[config.mk]
export PLATFORM = sky130hd
export DESIGN_NAME = layer_suitability_combiner
export DESIGN_NICKNAME = d
export VERILOG_FILES = /design/src/hw/rtl/lsc_pkg.sv /design/src/hw/rtl/lsc_front.sv /design/src/hw/rtl/lsc_back.sv /design/src/hw/rtl/layer_suitability_combiner.sv
export SDC_FILE = /design/constraint.sdc
export NUM_CORES = 2
export LEC_CHECK = 0
export ABC_AREA = 1
export BUFFER_PORTS_ARGS = -buffer_cell sky130_fd_sc_hd__buf_2
export CAP_MARGIN = 20
export CELL_PAD_IN_SITES_DETAIL_PLACEMENT = 1
export CELL_PAD_IN_SITES_GLOBAL_PLACEMENT = 1
export CORE_UTILIZATION = 45
export CTS_BUF_LIST = sky130_fd_sc_hd__clkbuf_16
export CTS_CLUSTER_DIAMETER = 50
export DETAILED_ROUTE_END_ITERATION = 12
export PLACE_DENSITY = 0.76
export SLEW_MARGIN = 20
export SYNTH_ARGS = -nofsm -noshare
export SYNTH_HDL_FRONTEND = slang
export SYNTH_SLANG_ARGS = --single-unit
[constraint.sdc]
create_clock -name clk -period 8.2 [get_ports clk]
set_input_delay 2.05 -clock clk [delete_from_list [all_inputs] [get_ports clk]]
set_output_delay 2.05 -clock clk [all_outputs]
set_load 0.05 [all_outputs]
[src/hw/rtl/lsc_pkg.sv]
// Shared types, constants and codes of the layer suitability combiner.
package lsc_pkg;

  localparam int MaxLayers     = 6;
  localparam int ValueFracBits = 15;
  localparam int WeightFracBits = 12;
  localparam int NumWeights    = 6;
  localparam int SumWidth      = 35;
  localparam int CountWidth    = 3;

  localparam logic [2:0] MethodProduct = 3'd0;
  localparam logic [2:0] MethodMean    = 3'd1;
  localparam logic [2:0] MethodGeo     = 3'd2;
  localparam logic [2:0] MethodMin     = 3'd3;
  localparam logic [2:0] MethodWeight  = 3'd4;

  localparam logic [1:0] KindValid  = 2'd0;
  localparam logic [1:0] KindNodata = 2'd1;

  localparam logic [15:0] WeightReset = 16'd4096;

  // Closed pixel handed from the accumulating front part to the finishing back part.
  typedef struct packed {
    logic                  nodata;
    logic [2:0]            method;
    logic [CountWidth-1:0] count;
    logic [SumWidth-1:0]   sum;
    logic [16:0]           prod;
    logic [15:0]           min;
  } pixel_t;

endpackage

[src/hw/rtl/lsc_front.sv]
// Front part: accumulates layer items and closes a pixel into the queue.
module lsc_front #(
  parameter int MAX_LAYERS = lsc_pkg::MaxLayers
) (
  input  logic                  clk,
  input  logic                  rst,
  input  logic                  in_valid,
  output logic                  in_ready,
  input  logic [2:0]            layer,
  input  logic [15:0]           value,
  input  logic [1:0]            kind,
  input  logic                  last_layer,
  input  logic [2:0]            method,
  input  logic [15:0]           weight [lsc_pkg::NumWeights],
  output logic                  pix_valid,
  input  logic                  pix_ready,
  output lsc_pkg::pixel_t       pix
);

  localparam int VALUE_FRAC_BITS = lsc_pkg::ValueFracBits;
  localparam int PW = VALUE_FRAC_BITS + 2;
  localparam logic [PW-1:0] ProdMax = {1'b0, {(PW-1){1'b1}}};
  localparam logic [PW-1:0] OneVal = PW'(1) << VALUE_FRAC_BITS;

  logic [PW-1:0] product_acc;
  logic [lsc_pkg::SumWidth-1:0] sum_acc;
  logic [15:0] min_acc;
  logic [lsc_pkg::CountWidth-1:0] value_count;
  logic nodata_seen;

  logic take, use_val;
  logic [15:0] w;
  logic [PW+15:0] mul_full;
  logic [PW-1:0] prod_next;
  logic [lsc_pkg::SumWidth-1:0] sum_next;
  logic [15:0] min_next;
  logic [lsc_pkg::CountWidth-1:0] count_next;
  logic nod_next;

  // The queue stage holds one closed pixel; accumulation stalls only on a close.
  assign in_ready = !pix_valid || pix_ready || !last_layer;
  assign take = in_valid && in_ready;
  assign use_val = (kind == lsc_pkg::KindValid) &&
                   (value_count < lsc_pkg::CountWidth'(MAX_LAYERS));

  always_comb begin
    w = 16'(1 << lsc_pkg::WeightFracBits);
    if (method == lsc_pkg::MethodWeight) begin
      w = 16'd0;
      for (int i = 0; i < lsc_pkg::NumWeights; i++) begin
        if (i < MAX_LAYERS && layer == 3'(i)) w = weight[i];
      end
    end
    mul_full = product_acc * value;
    prod_next = product_acc;
    sum_next = sum_acc;
    min_next = min_acc;
    count_next = value_count;
    nod_next = nodata_seen || (kind == lsc_pkg::KindNodata);
    if (use_val) begin
      if ((mul_full >> VALUE_FRAC_BITS) > (PW+16)'(ProdMax)) prod_next = ProdMax;
      else prod_next = PW'(mul_full >> VALUE_FRAC_BITS);
      sum_next = sum_acc + lsc_pkg::SumWidth'(value * w);
      if (value_count == '0 || value < min_acc) min_next = value;
      count_next = value_count + 1'b1;
    end
  end

  always_ff @(posedge clk) begin
    if (rst) begin
      product_acc <= OneVal;
      sum_acc <= '0;
      min_acc <= 16'(OneVal);
      value_count <= '0;
      nodata_seen <= 1'b0;
      pix_valid <= 1'b0;
    end else begin
      if (take && last_layer) pix_valid <= 1'b1;
      else if (pix_ready) pix_valid <= 1'b0;
      if (take) begin
        if (last_layer) begin
          pix.nodata <= nod_next;
          pix.method <= method;
          pix.count <= count_next;
          pix.sum <= sum_next;
          pix.prod <= 17'(prod_next);
          pix.min <= min_next;
          product_acc <= OneVal;
          sum_acc <= '0;
          min_acc <= 16'(OneVal);
          value_count <= '0;
          nodata_seen <= 1'b0;
        end else begin
          product_acc <= prod_next;
          sum_acc <= sum_next;
          min_acc <= min_next;
          value_count <= count_next;
          nodata_seen <= nod_next;
        end
      end
    end
  end

`ifndef NO_ASSERTIONS
  a_count_bound: assert property (@(posedge clk) disable iff (rst)
    value_count <= lsc_pkg::CountWidth'(MAX_LAYERS)) else $error("count overflow");
  a_close_clears: assert property (@(posedge clk) disable iff (rst)
    take && last_layer |=> value_count == '0 && !nodata_seen) else $error("no clear");
  a_hold: assert property (@(posedge clk) disable iff (rst)
    pix_valid && !pix_ready |=> pix_valid && $stable(pix)) else $error("pixel lost");
`endif

endmodule

[src/hw/rtl/lsc_back.sv]
// Back part: divides, takes the bitwise root of, or passes on a closed pixel and holds the result.
module lsc_back (
  input  logic            clk,
  input  logic            rst,
  input  logic            pix_valid,
  output logic            pix_ready,
  input  lsc_pkg::pixel_t pix,
  output logic            out_valid,
  input  logic            out_ready,
  output logic [15:0]     combined,
  output logic            is_nodata,
  output logic            saturated
);

  localparam int VALUE_FRAC_BITS = lsc_pkg::ValueFracBits;
  localparam int PW = VALUE_FRAC_BITS + 2;
  localparam logic [PW-1:0] ProdMax = {1'b0, {(PW-1){1'b1}}};
  localparam logic [PW-1:0] OneVal = PW'(1) << VALUE_FRAC_BITS;
  localparam int SW = lsc_pkg::SumWidth;
  localparam int BW = $clog2(SW + 1);

  typedef enum logic [3:0] {
    S_IDLE = 4'b0001, S_DIV = 4'b0010, S_ROOT = 4'b0100, S_DONE = 4'b1000
  } state_t;

  state_t state;
  lsc_pkg::pixel_t p;
  logic [SW-1:0] quo, rem_q;
  logic [SW:0] rem_try;
  logic [BW-1:0] bit_idx;
  logic [PW-1:0] root, cand, powv;
  logic [lsc_pkg::CountWidth-1:0] pow_cnt;
  logic [PW+PW-1:0] pow_mul;
  logic [PW-1:0] pow_step;
  logic [SW-1:0] res_wide;

  assign pix_ready = (state == S_IDLE);
  assign rem_try = {rem_q, p.sum[bit_idx[$clog2(SW)-1:0]]};
  assign cand = root | (PW'(1) << bit_idx);
  assign pow_mul = powv * cand;

  always_comb begin
    if ((pow_mul >> VALUE_FRAC_BITS) > (PW+PW)'(ProdMax)) pow_step = ProdMax;
    else pow_step = PW'(pow_mul >> VALUE_FRAC_BITS);
  end

  always_comb begin
    case (p.method)
      lsc_pkg::MethodProduct: res_wide = SW'(p.prod);
      lsc_pkg::MethodMean, lsc_pkg::MethodWeight: res_wide = quo >> lsc_pkg::WeightFracBits;
      lsc_pkg::MethodGeo: res_wide = SW'(root);
      default: res_wide = SW'(p.min);
    endcase
  end

  always_ff @(posedge clk) begin
    if (rst) begin
      state <= S_IDLE;
      out_valid <= 1'b0;
    end else begin
      if (out_valid && out_ready && state != S_DONE) out_valid <= 1'b0;
      case (state)
        S_IDLE: begin
          if (pix_valid) begin
            p <= pix;
            quo <= '0;
            rem_q <= '0;
            root <= '0;
            powv <= OneVal;
            pow_cnt <= '0;
            if (pix.nodata || pix.count == '0 || pix.method > lsc_pkg::MethodWeight ||
                pix.method == lsc_pkg::MethodProduct || pix.method == lsc_pkg::MethodMin)
              state <= S_DONE;
            else if (pix.method == lsc_pkg::MethodGeo) begin
              bit_idx <= BW'(VALUE_FRAC_BITS);
              state <= S_ROOT;
            end else begin
              bit_idx <= BW'(SW - 1);
              state <= S_DIV;
            end
          end
        end
        S_DIV: begin
          // Restoring division, one quotient bit per cycle.
          if (rem_try >= (SW+1)'(p.count)) begin
            rem_q <= SW'(rem_try - (SW+1)'(p.count));
            quo <= quo | (SW'(1) << bit_idx);
          end else rem_q <= SW'(rem_try);
          if (bit_idx == '0) state <= S_DONE;
          else bit_idx <= bit_idx - 1'b1;
        end
        S_ROOT: begin
          // One candidate multiply per cycle; count multiplies give its power.
          if (pow_cnt == p.count) begin
            if (powv <= PW'(p.prod)) root <= cand;
            powv <= OneVal;
            pow_cnt <= '0;
            if (bit_idx == '0) state <= S_DONE;
            else bit_idx <= bit_idx - 1'b1;
          end else begin
            powv <= pow_step;
            pow_cnt <= pow_cnt + 1'b1;
          end
        end
        S_DONE: begin
          if (!out_valid || out_ready) begin
            out_valid <= 1'b1;
            if (p.nodata || p.count == '0 || p.method > lsc_pkg::MethodWeight) begin
              combined <= '0;
              is_nodata <= 1'b1;
              saturated <= 1'b0;
            end else begin
              is_nodata <= 1'b0;
              saturated <= res_wide > SW'(OneVal);
              combined <= (res_wide > SW'(OneVal)) ? 16'(OneVal) : 16'(res_wide);
            end
            state <= S_IDLE;
          end
        end
        default: state <= S_IDLE;
      endcase
    end
  end

`ifndef NO_ASSERTIONS
  a_onehot: assert property (@(posedge clk) disable iff (rst) $onehot(state))
    else $error("state not one-hot");
  a_sat_nod: assert property (@(posedge clk) disable iff (rst)
    out_valid |-> !(is_nodata && saturated)) else $error("sat with nodata");
  a_cap: assert property (@(posedge clk) disable iff (rst)
    out_valid |-> combined <= 16'(OneVal)) else $error("result above one");
`endif

endmodule

[src/hw/rtl/layer_suitability_combiner.sv]
// Top level of the layer suitability combiner: front accumulator, pixel queue, back finisher.
//
//   channel | direction | handshake                | payload
//   s_axis  | in        | s_axis_tvalid/tready     | tdata {value,layer}, tuser kind, tlast
//   m_axis  | out       | m_axis_tvalid/tready     | tdata {saturated,is_nodata,combined}
//   cfg     | in        | cfg_valid/cfg_ready      | cfg_index, cfg_data
//
// Each layer transaction is absorbed by the front accumulator.
// In the back finisher a closed pixel goes from S_IDLE straight to S_DONE for product,
// minimum and nodata; the means pass through S_DIV (one quotient bit per cycle over the
// 35-bit sum) and the geometric mean of n values through S_ROOT (one multiply a cycle).
// Reset (rst, synchronous) restores the weights to 1.0, the method to product.
// The front stalls only when a pixel closes while the queue still holds one.
module layer_suitability_combiner #(
  parameter int MAX_LAYERS = lsc_pkg::MaxLayers
) (
  input  logic        clk,
  input  logic        rst,
  input  logic        s_axis_tvalid,
  output logic        s_axis_tready,
  input  logic [23:0] s_axis_tdata,  // [2:0] layer, [18:3] value, zero fill
  input  logic [1:0]  s_axis_tuser,  // [1:0] kind
  input  logic        s_axis_tlast,  // last_layer
  output logic        m_axis_tvalid,
  input  logic        m_axis_tready,
  output logic [23:0] m_axis_tdata,  // [15:0] combined, [16] is_nodata, [17] saturated
  input  logic        cfg_valid,
  output logic        cfg_ready,
  input  logic [2:0]  cfg_index,
  input  logic [15:0] cfg_data
);

  logic [2:0] method;
  logic [15:0] weight [lsc_pkg::NumWeights];
  logic pix_valid, pix_ready;
  lsc_pkg::pixel_t pix;
  logic [15:0] combined;
  logic is_nodata, saturated;

  // Configuration writes are always taken; out-of-range indexes are ignored.
  assign cfg_ready = 1'b1;

  always_ff @(posedge clk) begin
    if (rst) begin
      method <= lsc_pkg::MethodProduct;
      for (int i = 0; i < lsc_pkg::NumWeights; i++) weight[i] <= lsc_pkg::WeightReset;
    end else if (cfg_valid) begin
      if (cfg_index == 3'd0) method <= cfg_data[2:0];
      for (int i = 0; i < lsc_pkg::NumWeights; i++) begin
        if (cfg_index == 3'(i + 1)) weight[i] <= cfg_data;
      end
    end
  end

  lsc_front #(.MAX_LAYERS(MAX_LAYERS)) u_front (
    .clk, .rst,
    .in_valid(s_axis_tvalid), .in_ready(s_axis_tready),
    .layer(s_axis_tdata[2:0]), .value(s_axis_tdata[18:3]),
    .kind(s_axis_tuser), .last_layer(s_axis_tlast),
    .method, .weight,
    .pix_valid, .pix_ready, .pix
  );

  lsc_back u_back (
    .clk, .rst, .pix_valid, .pix_ready, .pix,
    .out_valid(m_axis_tvalid), .out_ready(m_axis_tready),
    .combined, .is_nodata, .saturated
  );

  assign m_axis_tdata = {6'd0, saturated, is_nodata, combined};

endmodule
==> qor.yml <==
clk_latency_ps: 650
critPathLaunchType: "input port"
worstReg2RegEnd: "u_back.powv[15]"
core_area_sq_mm: 0.108
reg2reg_slack_ps: 470
drt_wl_total_microns: 163000
final_util: 0.516
area_growth_pct: 13.1
hold_viol: 0
ys_top_cells_by_count: "inv_1, nand2_1, nor2_1, fa_1, ha_1"
slowest_stage: "fa_1"
gr-total-overflow: 0
endpoint_kind: "register"
cts_root_buffer: "clkbuf_16"
yosysSeqAreaShare: 0.237
worstPathBufferInverterCount: 14
cpPeakStageDelay_ps: 550
grt_pass1_wl_microns: 258000
reg2reg_depth: 30
yosys.area.top_type_share: 0.268
fmax_mhz: 125
post-dp-hpwl_microns: 130000
drv_slew: 0
min_period_ps: 8030
finalCritPeriodShare: 0.979
grt_start_max_net_pins: 104
whs_ps: 402
cts-htree-levels: 3
worst_ep_arrival_time_ps: 8400
hold_buffers: 0
crit_required_ps: 8580
cts.sinks: 446
drive_above_1_share: 0.0986
initial_core_util: 0.456
die_width_microns: 332
numPortBuffers: 65
r2r-start: "u_back.bit_idx[1]"
route.vias.total: 42100
yosys.area.top_type: "fa_1"
synth_area_sq_mm: 0.0491
startpoint: "s_axis_tdata[2]"
ys_warn_count: 0
synth.area.top_cells: "fa_1, edfxtp_1, inv_1"
async_flop_share: 0
synth_seq_cells: 446
synth_cells: 6160
antenna_found_initial: 4
route.antenna.remaining_nets: 0
cpLargestDelayFamily: "adder cells"
cts_tree: "done"
row_count: 120
cts_buffers: 67
syn-mean-instance-area_sq_um: 7.97
setup_viol: 0
drt-wirelength-per-cell_microns: 20.8
worstMarginPinSlew_ps: 1100
hold_depth: 0
grt_pass1_vias: 46300
boundaryPins: 78
die_height_microns: 332
drtIter0Drc: 2891
synth_most_common_cell: "inv_1"
viasPerCell: 5.38
fin_skew_ps: 41.2
hp-start: "u_front.pix[52]"
dieArea_sq_mm: 0.110
ys.flop_type: "edfxtp_1"
critPathKind: "in -> reg"
clockBufferDepth: 3
relSlewSlack: 0.266
synth_edf_count: 269
hold_class: "reg -> reg"
outcome: "complete, no violations"
synth.distinct_cells: 56
dr.pass1.iters: 5
cp_max_fo: 8
drc: 0
min_to: "u_back.p[52]"
clk_transition_reported_paths_ps: 50
max_cap_violations: 0
grtUsageTotal: 0.299
gp_congestion: 0.943
fin_nets: 7444
-- metal layers --
| layer | track usage | part of all wire | wire (microns) |
|---|---|---|---|
| met2 | 0.507 | 0.48 | 78900 |
| met5 | 0 | 0 | 0 |
| met3 | 0.0388 | 0.058 | 9500 |
| met1 | 0.397 | 0.43 | 70000 |
| met4 | 0.0928 | 0.029 | 4740 |
-- per-stage QoR --
stage	cell area, sq um	setup TNS [ps]	setup WS, ps	instances
after global placement	52700	-18490	-540	7702
final	55500	0	172	7835
after global routing	55500	-521	-85.3	7835
after floorplan	49100	0	26.4	6166
after detailed placement	52700	-26950	-709	7702
after CTS	55000	0	13.2	7823
-- worst max path at each step --
stage,end,slack [ps],cells after the start
2_1_floorplan,u_front.pix[66],30,29
3_3_place_gp,u_front.pix[66],-540,32
3_5_place_dp,u_front.sum_acc[23],-710,36
5_1_grt,u_front.pix[60],-90,34
4_1_cts,u_front.sum_acc[24],10,34
6_report,u_front.pix[52],170,32
-- worst register-to-register path, delay by kind of cell (launching register included) --
| kind | cells | cell delay (ps) |
|---|---|---|
| compound gates | 4 | 730 |
| fa+ha+maj | 8 | 3370 |
| buf+inv | 10 | 1520 |
| flops | 1 | 380 |
| simple gates | 8 | 1480 |
-- sequential cells by signal (all words and copies together), names as in the netlist, 17 cells and up --
signal	cells
weight	96
u_back.rem_q	35
u_back.p	75
u_back.quo	23
u_back.root	17
u_front.pix	75
u_back.powv	17
u_front.product_acc	17
u_front.sum_acc	35
-- cell usage in the layout (no fill, tap or decap), drive strengths merged, types with 27 or more instances in the layout --
master / synthesis / layout
fa: 656 / 656
o22ai: 27 / 27
inv: 1347 / 1364
clkinv: 7 / 29
nand3: 156 / 156
o21ai: 222 / 222
xor2: 32 / 32
nor2: 773 / 773
nand4: 33 / 33
clkbuf: 178 / 69
edfxtp: 269 / 269
dfxtp: 177 / 177
nor3: 43 / 43
ha: 360 / 360
nand2: 1329 / 1329
a21oi: 290 / 290
buf: 56 / 375
-- final cells by class --
type / instances / area (sq um)
sequential: 446 / 11600
antenna: 3 / 7.51
timing repair buffer: 376 / 2860
inverter: 1354 / 5090
fill: 13100 / 52100
clock buffer: 68 / 1700
tap: 1403 / 1760
clock inverter: 53 / 658
multi-input combinational: 4132 / 31800
-- cell families (layout without fill, tap and decap cells) --
logic type | after synthesis | after routing | synth area share
flops | 446 | 446 | 0.237
other cells | 2 | 11 | 0.000153
fa+ha+maj | 1016 | 1016 | 0.359
buf+inv | 1588 | 1851 | 0.124
compound gates | 654 | 654 | 0.0740
xor+xnor | 51 | 51 | 0.00910
simple gates | 2403 | 2403 | 0.197
-- timing repair --
item,CTS,global route
endpoints found under the setup margin,6,47
pin swaps,0,29
buffers inserted,0,8
resized for setup,2,106
gates cloned,0,1
Power is not shown: default switching activity piles up to over one toggle a cycle in this logic, so the estimate is an artifact.
